File: src/rtl/tws_pkg.sv
// Package for the three-wire SPI register master.
// Holds the command codes, frame constants and the state/result structs.
// No dependencies.
package tws_pkg;

  localparam int unsigned HALF_W   = 16;
  localparam int unsigned FRAME_W  = 16;
  localparam int unsigned BYTE_W   = 8;
  localparam int unsigned ADDR_W   = 7;
  localparam int unsigned CNT_W    = 5;

  // Command codes on in_func
  localparam logic [1:0] FUNC_TICK  = 2'd0;
  localparam logic [1:0] FUNC_WRITE = 2'd1;
  localparam logic [1:0] FUNC_READ  = 2'd2;

  localparam logic [HALF_W-1:0] HALF_RESET = 16'd50;
  localparam logic [CNT_W-1:0]  FRAME_BITS = 5'd16;
  localparam logic [CNT_W-1:0]  RX_BITS    = 5'd8;

  typedef struct packed {
    logic               active;
    logic               is_read;
    logic [CNT_W-1:0]   bits_left;
    logic               phase_high;
    logic [HALF_W-1:0]  tick_count;
    logic [FRAME_W-1:0] shift_out;
    logic [BYTE_W-1:0]  shift_in;
  } tws_state_t;

  typedef struct packed {
    logic              sclk;
    logic              ncs;
    logic              data_out;
    logic              data_oe;
    logic              busy_res;
    logic              done_res;
    logic [BYTE_W-1:0] read_data;
  } tws_result_t;

endpackage

File: src/rtl/tws_step.sv
// One tick of the SPI bit-timing sequencer: next state and pin levels.
// Purely combinational; depends on tws_pkg.
module tws_step
  import tws_pkg::*;
(
  input  tws_state_t         state_i,
  input  logic [1:0]         func,
  input  logic [ADDR_W-1:0]  reg_addr,
  input  logic [BYTE_W-1:0]  write_byte,
  input  logic               data_in,
  input  logic [HALF_W-1:0]  half_period_ticks,
  output tws_state_t         state_o,
  output tws_result_t        result_o
);

  logic [HALF_W-1:0] half;
  logic [HALF_W:0]   tick_inc;
  logic              receiving;
  logic              done;
  logic [BYTE_W-1:0] rdata;

  always_comb begin
    state_o  = state_i;
    done     = 1'b0;
    rdata    = '0;
    // a zero half period behaves as one tick
    half     = (half_period_ticks == '0) ? {{(HALF_W-1){1'b0}}, 1'b1} : half_period_ticks;
    tick_inc = {1'b0, state_i.tick_count} + {{HALF_W{1'b0}}, 1'b1};

    if (!state_i.active) begin
      if (func == FUNC_WRITE || func == FUNC_READ) begin
        state_o.active     = 1'b1;
        state_o.is_read    = (func == FUNC_READ);
        state_o.bits_left  = FRAME_BITS;
        state_o.phase_high = 1'b0;
        state_o.tick_count = '0;
        state_o.shift_in   = '0;
        if (func == FUNC_READ) begin
          state_o.shift_out = {1'b0, reg_addr, {BYTE_W{1'b0}}};
        end else begin
          state_o.shift_out = {1'b1, reg_addr, write_byte};
        end
      end
    end else if (tick_inc >= {1'b0, half}) begin
      state_o.tick_count = '0;
      if (!state_i.phase_high) begin
        state_o.phase_high = 1'b1;
      end else begin
        // sample the read bit at the end of its high half
        if (state_i.is_read && state_i.bits_left <= RX_BITS) begin
          state_o.shift_in = {state_i.shift_in[BYTE_W-2:0], data_in};
        end
        state_o.bits_left = state_i.bits_left - {{(CNT_W-1){1'b0}}, 1'b1};
        if (state_o.bits_left == '0) begin
          state_o.active = 1'b0;
          done           = 1'b1;
          if (state_i.is_read) begin
            rdata = state_o.shift_in;
          end
        end else begin
          state_o.phase_high = 1'b0;
          state_o.shift_out  = {state_i.shift_out[FRAME_W-2:0], 1'b0};
        end
      end
    end else begin
      state_o.tick_count = tick_inc[HALF_W-1:0];
    end

    receiving = state_o.active && state_o.is_read && (state_o.bits_left <= RX_BITS);

    result_o.sclk      = state_o.active ? state_o.phase_high : 1'b1;
    result_o.ncs       = !state_o.active;
    result_o.data_out  = (state_o.active && !receiving) ? state_o.shift_out[FRAME_W-1] : 1'b0;
    result_o.data_oe   = !receiving;
    result_o.busy_res  = state_o.active;
    result_o.done_res  = done;
    result_o.read_data = rdata;
  end

endmodule

File: src/rtl/three_wire_spi_register_master_top.sv
// Top level of the three-wire SPI register master (mode 3).
// Holds the sequencer state, the half-period register and the result register;
// depends on tws_pkg and tws_step.
//
//  channel | direction | handshake           | beat carries
//  --------+-----------+---------------------+-------------------------------------
//  in_     | input     | in_valid/in_ready   | func, reg_addr, write_byte, data_in
//  out_    | output    | out_valid/out_ready | sclk, ncs, data_out, data_oe,
//          |           |                     | busy_res, done_res, read_data
//  cfg_    | input     | cfg_valid/cfg_ready | half_period_ticks (16 bits)
//
// Every input beat is one tick of the sequencer and yields exactly one output beat.
// The tick is computed combinationally by tws_step and lands in the result register,
// so one beat is accepted per clock as long as out_ready keeps up.
// in_ready is high while the result register is empty or being drained this cycle;
// a stalled output holds its beat and stops further input.
// Synchronous active-low reset returns the sequencer to idle (sclk/ncs high) with a half period of 50.
// cfg_ready is always high; the half period register is written on any cfg beat.
module three_wire_spi_register_master_top
  import tws_pkg::*;
(
  input  logic               clk,
  input  logic               rst_n,
  // configuration write channel
  input  logic               cfg_valid,
  output logic               cfg_ready,
  input  logic [HALF_W-1:0]  cfg_data,
  // input tick channel
  input  logic               in_valid,
  output logic               in_ready,
  input  logic [1:0]         in_func,
  input  logic [ADDR_W-1:0]  in_reg_addr,
  input  logic [BYTE_W-1:0]  in_write_byte,
  input  logic               in_data_in,
  // result channel
  output logic               out_valid,
  input  logic               out_ready,
  output logic               out_sclk,
  output logic               out_ncs,
  output logic               out_data_out,
  output logic               out_data_oe,
  output logic               out_busy_res,
  output logic               out_done_res,
  output logic [BYTE_W-1:0]  out_read_data
);

  tws_state_t        state_r;
  tws_state_t        state_nxt;
  tws_result_t       result_r;
  tws_result_t       result_nxt;
  logic              out_valid_r;
  logic [HALF_W-1:0] half_r;
  logic              in_fire;

  assign cfg_ready = 1'b1;
  assign in_ready  = !out_valid_r || out_ready;
  assign in_fire   = in_valid && in_ready;

  tws_step u_step (
    .state_i           (state_r),
    .func              (in_func),
    .reg_addr          (in_reg_addr),
    .write_byte        (in_write_byte),
    .data_in           (in_data_in),
    .half_period_ticks (half_r),
    .state_o           (state_nxt),
    .result_o          (result_nxt)
  );

  // configuration register
  always_ff @(posedge clk) begin
    if (!rst_n) begin
      half_r <= HALF_RESET;
    end else if (cfg_valid && cfg_ready) begin
      half_r <= cfg_data;
    end
  end

  // sequencer state: advance only on an accepted tick
  always_ff @(posedge clk) begin
    if (!rst_n) begin
      state_r <= '{active: 1'b0, is_read: 1'b0, bits_left: '0, phase_high: 1'b1,
                   tick_count: '0, shift_out: '0, shift_in: '0};
    end else if (in_fire) begin
      state_r <= state_nxt;
    end
  end

  // result register: load on accept, drop the valid once taken
  always_ff @(posedge clk) begin
    if (!rst_n) begin
      out_valid_r <= 1'b0;
    end else if (in_fire) begin
      out_valid_r <= 1'b1;
    end else if (out_ready) begin
      out_valid_r <= 1'b0;
    end
  end

  always_ff @(posedge clk) begin
    if (in_fire) begin
      result_r <= result_nxt;
    end
  end

  assign out_valid     = out_valid_r;
  assign out_sclk      = result_r.sclk;
  assign out_ncs       = result_r.ncs;
  assign out_data_out  = result_r.data_out;
  assign out_data_oe   = result_r.data_oe;
  assign out_busy_res  = result_r.busy_res;
  assign out_done_res  = result_r.done_res;
  assign out_read_data = result_r.read_data;

endmodule
File: config.mk
export PLATFORM = sky130hd
export DESIGN_NAME = three_wire_spi_register_master_top
export DESIGN_NICKNAME = d
export VERILOG_FILES = /design/src/rtl/tws_pkg.sv /design/src/rtl/tws_step.sv /design/src/rtl/three_wire_spi_register_master_top.sv
export SDC_FILE = /design/constraint.sdc
export NUM_CORES = 1
export LEC_CHECK = 0
export BUFFER_PORTS_ARGS = -buffer_cell sky130_fd_sc_hd__buf_2
export CAP_MARGIN = 20
export CORE_MARGIN = 8
export CORE_UTILIZATION = 55
export CTS_CLUSTER_DIAMETER = 120
export DETAILED_ROUTE_END_ITERATION = 8
export PLACE_DENSITY = 0.76
export SKIP_CTS_REPAIR_TIMING = 1
export SLEW_MARGIN = 10
export SYNTH_ARGS = -nofsm -noshare
export SYNTH_HDL_FRONTEND = slang
export SYNTH_HIERARCHICAL = 1
export SYNTH_SLANG_ARGS = --single-unit
File: constraint.sdc
create_clock -name clk -period 8.8 [get_ports clk]
set_input_delay 0.44 -clock clk [delete_from_list [all_inputs] [get_ports clk]]
set_output_delay 0.44 -clock clk [all_outputs]
set_load 0.05 [all_outputs]
---- Yosys cells after proc, flatten, opt, wreduce, memory -nomap -nowiden ----
Cells that the tools add are included.
storage, ports and cells
  bits in registers ....................... 79
  latch bits .............................. 0
  RAM bits ................................ 0
  ROM bits ................................ 0
  input port bits ......................... 39
  output and inout bits ................... 17
  logic and storage cells ................. 66
  memories kept ........................... 0
cells by class
  $add $sub $neg .......................... 2
  multiply operators ...................... 0
  divide/modulo/power cells ............... 0
  order comparisons ....................... 3
  equal/unequal tests ..................... 5
  shift-type cells ........................ 0
  multiplexer cells ....................... 20
  bitwise operators ....................... 0
  reductions and logical operators ........ 19
operators by type and width
  cell                                                 count
  2-to-1 mux 16 bit                                    4
  2-to-1 mux 24 bit                                    2
  2-to-1 mux 48 bit                                    1
  2-to-1 mux 46 bit                                    1
  adder 16 x 1 -> 17 bit, second input constant        1
  >= comparator 17 x 16 -> 1 bit                       1
  zero test 16 bit                                     1
  <= comparator 5 x 4 -> 1 bit, second input constant  2
  AND reduction 5 bit                                  2
  2-to-1 mux 1 bit                                     9
  2-to-1 mux 8 bit                                     1
  2-to-1 mux 6 bit                                     1
  logical AND 1 bit                                    5
  zero test 5 bit                                      1
  2-to-1 mux 5 bit                                     1
  subtractor 5 x 1 -> 5 bit, second input constant     1
  != test 2 bit, second input constant                 2
  AND reduction 4 bit                                  1
  nonzero test 2 bit                                   2
  zero test 1 bit                                      3
  AND reduction 3 bit                                  1
  == test 2 x 1 -> 1 bit, second input constant        1
  == test 2 bit, second input constant                 1
  logical OR 1 bit                                     2
  other kinds (2)                                      2

---- Depth between registers and ports, before layout ----
Gate-level depths: netlist (run 1).
  word-level depth ........................ 10
  gate-level depth with buffers ........... 19
  mapped depth without buffers ............ 18

---- By module ----
Netlist (run 1), hierarchy kept.
modules (own cells, without submodules)
  module                              times used  cells each  area each (um2)  sequential area each (um2)
  three_wire_spi_register_master_top  1           281         2,964.1          1,721.7
  tws_step                            1           325         2,153.3          0.0

---- Least setup slack after synthesis (run 1) ----
OpenSTA, ideal clock, no wires.
  path kind ............................... register -> register
  start ................................... register state_r[24] (netlist bit)
  end ..................................... register state_r[16] (netlist bit)
  library setup time ...................... 0.072 ns
  arrival ................................. 3.382 ns
  required time ........................... 8.728 ns
  slack ................................... 5.346 ns
  stages on the path, launching flop included .. 18
  path buffers ............................ 2
  period minus slack after synthesis ...... 3.454 ns
  cells stage by stage .................... dfxtp_1 ha_1 nand3_1 nor2_1 and4_1 xor2_1 ha_1 nand3_1 nor2_1 o2bb2ai_1 a221o_2 nand2b_1 clkbuf_1 buf_1 nand2_1 a31oi_1 nand2_1 mux2i_1
on the way
  cells in the longest elaborated chain, start to end .. 4
ends and longest elaborated chain
  element                                  RTL line                                  RTL
  from (decl)                              three_wire_spi_register_master_top.sv:47  tws_state_t state_r;
  from (signal assigned)                   three_wire_spi_register_master_top.sv:82  state_r <= '{active: 1'b0, is_read: 1'b0, bits_left: '0, phase_high: 1'b1,
  from (signal assigned)                   three_wire_spi_register_master_top.sv:85  state_r <= state_nxt;
  adder 16 x 1 -> 17 bit                   tws_step.sv:28                            tick_inc = {1'b0, state_i.tick_count} + {{HALF_W{1'b0}}, 1'b1};
  >= comparator 17 x 16 -> 1 bit           tws_step.sv:44                            end else if (tick_inc >= {1'b0, half}) begin
  != test 2 x 1 -> 1 bit (no source line)  n/a
  AND reduction 5 bit (no source line)     n/a
No other way between the ends.
A chain may end at the register's enable or synchronous reset.

---- Final worst setup path (run 1) ----
  start ................................... register state_r[24] (netlist bit)
  end ..................................... register result_r, in the netlist out_data_out (data pin)
on the way
  cells in the longest elaborated chain, start to end .. 8
  elaborated cells on any way between the ends .. 12
  those cells by class .................... 1 x add/sub; 2 x order compare; 5 x mux; 4 x reduce/logical
ends and longest elaborated chain
  element                                                                   RTL line                                   RTL
  adder 16 x 1 -> 17 bit (*)                                                tws_step.sv:28
  >= comparator 17 x 16 -> 1 bit (*)                                        tws_step.sv:44
  2-to-1 mux 6 bit / 2-to-1 mux 1 bit (equally long branches)               tws_step.sv:44
  2-to-1 mux 46 bit / 2-to-1 mux 1 bit (equally long branches)              tws_step.sv:30                             if (!state_i.active) begin
  <= comparator 5 x 4 -> 1 bit / logical AND 1 bit (equally long branches)  tws_step.sv:69                             receiving = state_o.active && state_o.is_read && (state_o.bits_left <= RX_BITS);
  logical AND 1 bit                                                         tws_step.sv:69
  zero test 1 bit                                                           tws_step.sv:73                             result_o.data_out = (state_o.active && !receiving) ? state_o.shift_out[FRAME_W-1] : 1'b0;
  logical AND 1 bit                                                         tws_step.sv:73
  to (signal assigned)                                                      three_wire_spi_register_master_top.sv:102  result_r <= result_nxt;
  to (decl)                                                                 three_wire_spi_register_master_top.sv:49   tws_result_t result_r;
Mark *: on every way between the ends. The rest lies on a longest branch, timed or not. The select of a mux whose other input is x is not followed.

==> flow_summary.ini, run 1 <==
[status]
outcome = finished, final reports clean

[routing]
drc = 0
num_vias = 4250
first_pass_iters = 5
wirelength_um = 10900
wl_per_cell_um = 14.6
detail-route-antenna-nets = 0
via_per_inst = 5.70
drtIter0Drc = 226

[die]
core_um2 = 9150
die_h_um = 112
chipWidth_um = 112
num_io_pins = 56
die_area_um2 = 12600
rows = 35
start_util_pct = 55.9

[global_routing]
grt_usage_pct = 17.0
grt_pass1_wl_um = 18200
grt.overflow.total = 0
antenna_found_initial = 0
grt_max_degree = 113
grt_pass1_vias = 4048

[hold_path]
holdPathStages = 3
hold_end = half_r[5]
worstHoldPathType = input port to flip-flop
min-delay-start = cfg_data[5]

[synthesis]
ys_types = 59
synthMuxAreaShare_pct = 16.1
ys.flop_type = dfxtp_1
async_flop_share_pct = 0
synth_warnings = 6
syn_area_um2 = 5120
synthTopCellsByArea = dfxtp_1, mux2i_1, nand2_1
yosysSeqAreaShare_pct = 33.6
synth_seq_cells = 79
avgSynthCellArea_um2 = 8.44
syn_nets = 666
yosys.area_share.adder_pct = 5.13
yosys.area_share.simple_pct = 20.5
synth_compound_area_share_pct = 15.2
synthCells = 606
synth_top_cell_by_area = dfxtp_1
synth_top_family_by_area = simple AND/OR/NAND/NOR gates
synth_xor_xnor_area_share_pct = 2.57
yosysTopAreaCellShare_pct = 25.4
synth_edf_count = 14

[layout]
design_area_um2 = 5540
nNetsFinal = 689
antennaDiodeCount = 0
filler_cell_count = 803
syn_to_final_growth_pct = 8.34
layout-drive-gt1-share_pct = 15.5

[timing]
maxSlewViolCount = 0
tns_ps = 0
final.setup_skew_ps = 10.7
worstMarginPinSlew_ps = 1030
setup_viol = 0
hold_viol_final = 0
finalCritPeriodShare_pct = 45.9
slew_headroom_pct = 31.1
fin_crit_ps = 4040
max_freq_mhz = 247
rsz0062_at_grt = no

[critical_path]
crit_slowest_cell = a221oi_1
end_kind = flip-flop
regToRegSetupSlack_ps = 4760
r2r-start = state_r[24]
crit_family = compound AO/OA/AOI/OAI gates
startpoint_type = flip-flop
worstPathRequired_ps = 9020
reg2regPathDepth = 14
r2r-end = out_data_out
path_max_fanout = 15
max_stage_delay_ps = 790
path_cells = ha_1, nand3_1, nor2_1, and4_1, xor2_1, ha_1, nand3_1, nor2_1, o2bb2ai_1, a221oi_1, nor2_4, mux2i_1, a211o_1, a21oi_2
path_buf_inv = 0
arrival_ps = 4260
critPathKind = flip-flop to flip-flop

[clocking]
cts_tree = done
clock_latency_ps = 350
cts_max_level = 3
clockBufferDepth = 2
cts-root-buf = clkbuf_8
cts_buffers = 9
clock-sinks = 79
path_clk_slew_ps = 80

[pwr]
peakVddDrop_uv = 84.7
powerDensity_nw_per_um2 = 156
p_leak_nw = 2.26

[placement]
placed_cell_area_um2 = 5310
port-buffer-count = 54
finalWeightedCongestion = 0.865
hpwlAfterDp_um = 7120

[flow_run]
drv_cap = 0
## area by class of cell
type	instances	area [um^2]	share of cell area (%)
clock inverters	6	109	1.96
inverters	26	97.6	1.76
repair buffers	58	300	5.42
multi-input cells	455	3050	55.0
well taps	111	139	2.51
flip-flops and latches	79	1720	31.1
clock buffers	10	128	2.30
## how the worst max path moves through the flow
stage / startpoint / endpoint / slack [ps] / cells past startpoint
2_1_floorplan: state_r[24] / state_r[16] / 5350 / 17
3_3_place_gp: state_r[26] / state_r[19] / 5030 / 17
3_5_place_dp: state_r[24] / out_data_out / 4830 / 14
4_1_cts: state_r[24] / out_data_out / 4780 / 14
5_1_grt: state_r[24] / out_data_out / 4380 / 14
6_report: state_r[24] / out_data_out / 4760 / 14
## per-layer routing
metal,share of wire [%],track usage [%],wire (um),up-vias
met5,0,0,0,-
met4,1.6,6.56,173,0
met3,3.3,2.79,362,15
met2,50,30.0,5400,74
met1,45,20.0,4930,1998
li1,-,-,-,2163
## power by group
group	leakage [nW]	switching [mW]	internal [mW]	total (mW)
combinational	1.47	0.0899	0.0522	0.142
clock	0.120	0.136	0.188	0.324
sequential	0.666	0.0130	0.385	0.398
total	2.26	0.238	0.626	0.864
## worst register-to-register path, stage by stage, from the launching register on
cell and delay [ps]:
dfxtp_1 440, ha_1 310, nand3_1 240, nor2_1 210, and4_1 240, xor2_1 210, ha_1 280, nand3_1 150
nor2_1 70, o2bb2ai_1 150, a221oi_1 790, nor2_4 210, mux2i_1 200, a211o_1 320, a21oi_2 100
## sequential cells by signal (all words and copies together) (netlist names)
| register | count |
|---|---|
| out_valid | 1 |
| out_busy_res | 1 |
| out_data_out | 1 |
| out_ncs | 1 |
| half_r | 16 |
| out_data_oe | 1 |
| state_r | 48 |
| out_done_res | 1 |
| out_read_data | 8 |
| out_sclk | 1 |
## stage by stage
stage                     hold slack [ps]  total power, mW  utilization, %  cells  worst slack [ps]
after global routing                  306            0.900            60.6    745              4380
final                                 303            0.864            60.6    745              4760
after global placement                459            0.544            58.0    729              5030
after CTS                             290            0.870            60.6    745              4780
after detailed placement              461            0.548            58.0    729              4830
after floorplan                       435            0.520               -    606              5350
## cell usage in the layout, fill, tap and decap left out, drive strengths merged, types with 2 or more instances in the layout
cell type  synthesis  layout
a211oi            11      11
xor2               7       7
nor4               4       4
nor2              24      24
nor3               3       3
dfxtp             65      65
bufinv             0       3
and2               2       2
and3               4       4
a21boi             2       2
nand4              6       6
a32o              12      12
o31ai              2       2
mux2i             72      72
ha                21      21
edfxtp            14      14
clkinv             0       3
o22ai              2       2
a21oi             15      15
a22o               8       8
buf               21      58
a31oi             14      14
a21o               3       3
xnor2              8       8
nand2b             4       4
mux2               9       9
nand3             13      13
nor2b             22      22
inv               26      26
clkbuf            23      10
a221oi             9       9
o21ai             13      13
nand2            149     149
## Yosys cell counts, types with 3 or more instances
cell type / number
nand2_1: 148
mux2i_1: 72
dfxtp_1: 65
inv_1: 26
clkbuf_1: 23
nor2_1: 23
nor2b_1: 22
ha_1: 21
a31oi_1: 14
edfxtp_1: 14
a21oi_1: 13
nand3_1: 13
a32o_1: 12
o21ai_0: 12
a211oi_1: 11
a221oi_1: 9
mux2_2: 9
a22o_1: 8
buf_2: 8
xnor2_1: 8
xor2_1: 7
buf_6: 6
nand4_1: 6
buf_4: 4
nor4_1: 4
a21o_1: 3
and3_1: 3
buf_1: 3
nand2b_1: 3
nor3_1: 3
## kinds of logic after synthesis
group | count (synthesis)
AND/OR/NAND/NOR | 235
AO/OA/AOI/OAI | 102
multiplexers | 81
flip-flops | 79
buffers and inverters | 72
adder cells (fa/ha/maj) | 21
XOR/XNOR | 15
other | 1
No activity file was read; power rests on OpenSTA's default activity.
==> run 2, diff against run 1 <==
==> constraint.sdc (replaced) <==
create_clock -name clk -period 4.1 [get_ports clk]
set_input_delay 0.205 -clock clk [delete_from_list [all_inputs] [get_ports clk]]
set_output_delay 0.205 -clock clk [all_outputs]
set_load 0.05 [all_outputs]
==> flow_summary.ini, run 2 (same netlist as run 1, synthesis figures left out) <==
[timing]
final.setup_skew_ps = 12.1
maxSlewViolCount = 0
finalCritPeriodShare_pct = 93.1
fin_crit_ps = 3820
rsz0062_at_grt = no
slew_headroom_pct = 32.1
layout_setup_ws_ps = 281
setup_viol = 0
worstMarginPinSlew_ps = 1020
hold_viol_final = 0
max_freq_mhz = 262
tns_ps = 0

[layout]
final_common_cell = nand2_1
most-common-layout-cells = nand2_1, mux2i_1, dfxtp_1, buf_2, inv_1
syn_to_final_growth_pct = 9.07
antennaDiodeCount = 0
largest_reg_flops = 48
largest_register = state_r
nNetsFinal = 697
layout-drive-gt1-share_pct = 16.7

[placement]
hpwlAfterDp_um = 7490
finalWeightedCongestion = 0.896
port-buffer-count = 54
place_ws_ps = 242

[clocking]
cts_tree = done
clock-sinks = 79
cts_max_level = 3
path_clk_slew_ps = 90
clock_latency_ps = 350
clockBufferDepth = 2
cts_buffers = 9
cts-root-buf = clkbuf_8

[global_routing]
grt_pass1_wl_um = 18500
grt_max_degree = 81
antenna_found_initial = 0
grt_pass1_vias = 4106
grt.overflow.total = 0
grt_usage_pct = 17.4

[critical_path]
r2r-end = out_data_out
crit_family = simple AND/OR/NAND/NOR gates
path_cells = nand3_1, inv_1, and3_1, and2_1, nand3_1, nor2_1, xor2_1, ha_1, nand3_1, nor2_1, o2bb2ai_1, a221o_2, and3_2, nor2_1, inv_1, a211o_1, a21oi_2
r2r-start = state_r[27]
path_buf_inv = 2
critPathKind = flip-flop to flip-flop
regToRegSetupSlack_ps = 280
reg2regPathDepth = 17
path_max_fanout = 8
end_kind = flip-flop
arrival_ps = 4040
crit_slowest_cell = a221o_2
startpoint_type = flip-flop
max_stage_delay_ps = 460
worstPathRequired_ps = 4320

[routing]
wirelength_um = 11100
wl_per_cell_um = 14.8
first_pass_iters = 5
drc = 0
num_vias = 4320
detail-route-antenna-nets = 0
drtIter0Drc = 210
via_per_inst = 5.74

[pwr]
p_leak_nw = 2.29
powerDensity_nw_per_um2 = 318
peakVddDrop_uv = 155

[die]
num_io_pins = 56
die_h_um = 112
core_um2 = 9150
die_area_um2 = 12600
rows = 35
chipWidth_um = 112
start_util_pct = 55.9

[hold_path]
hold_end = half_r[1]
holdPathStages = 3
min-delay-start = cfg_data[1]
worstHoldPathType = input port to flip-flop

[flow_run]
drv_cap = 0

[status]
outcome = finished, final reports clean
run 2: power by group:
part | leakage [nW] | switching [mW] | internal [mW] | total (mW)
Clock | 0.109 | 0.279 | 0.334 | 0.613
Combinational | 1.51 | 0.191 | 0.113 | 0.304
Sequential | 0.667 | 0.0287 | 0.827 | 0.856
run 2: worst reg2reg max path: stages, from the launching register on:
cell,delay [ps]
dfxtp_1,420
nand3_1,130
inv_1,90
and3_1,190
and2_1,180
nand3_1,180
nor2_1,170
xor2_1,240
ha_1,300
nand3_1,170
nor2_1,80
o2bb2ai_1,160
a221o_2,460
and3_2,270
nor2_1,180
inv_1,90
a211o_1,290
a21oi_2,110
run 2: worst max path at each step:
stage                     cells past startpoint   startpoint  slack (ps)            to
after floorplan                              17  state_r[24]         650   state_r[16]
after global placement                       15  state_r[24]         460    state_r[2]
after detailed placement                     15  state_r[24]         240  out_data_out
after CTS                                    15  state_r[24]         230  out_data_out
after global routing                         17  state_r[27]          40  out_data_out
final                                        17  state_r[27]         280  out_data_out
run 2: layout make-up:
cell class | instances | area, um^2
Clock buffer | 13 | 170
Timing Repair Buffer | 66 | 360
Inverter | 26 | 97.6
Tap cell | 111 | 139
Fill cell | 787 | 3570
Sequential cell | 79 | 1720
Clock inverter | 3 | 40.0
Multi-Input combinational cell | 455 | 3050
run 2: routing by layer:
layer	up-vias	part of all wire, %	track usage, %
met5	-	0	0
met1	2025	45	20.0
met2	87	50	30.5
met4	0	1.5	5.94
met3	18	4.2	4.88
li1	2190	-	-
run 2: stage by stage:
step	cells	utilization (%)	instance area [um^2]	hold slack (ps)	total power, mW
floorplan	606	-	5120	334	1.12
global placement	734	58.4	5350	421	1.17
detailed placement	734	58.4	5350	432	1.18
CTS	750	60.7	5560	59.1	1.79
global route	753	61.0	5580	61.7	1.86
finish	753	61.0	5580	77.4	1.77
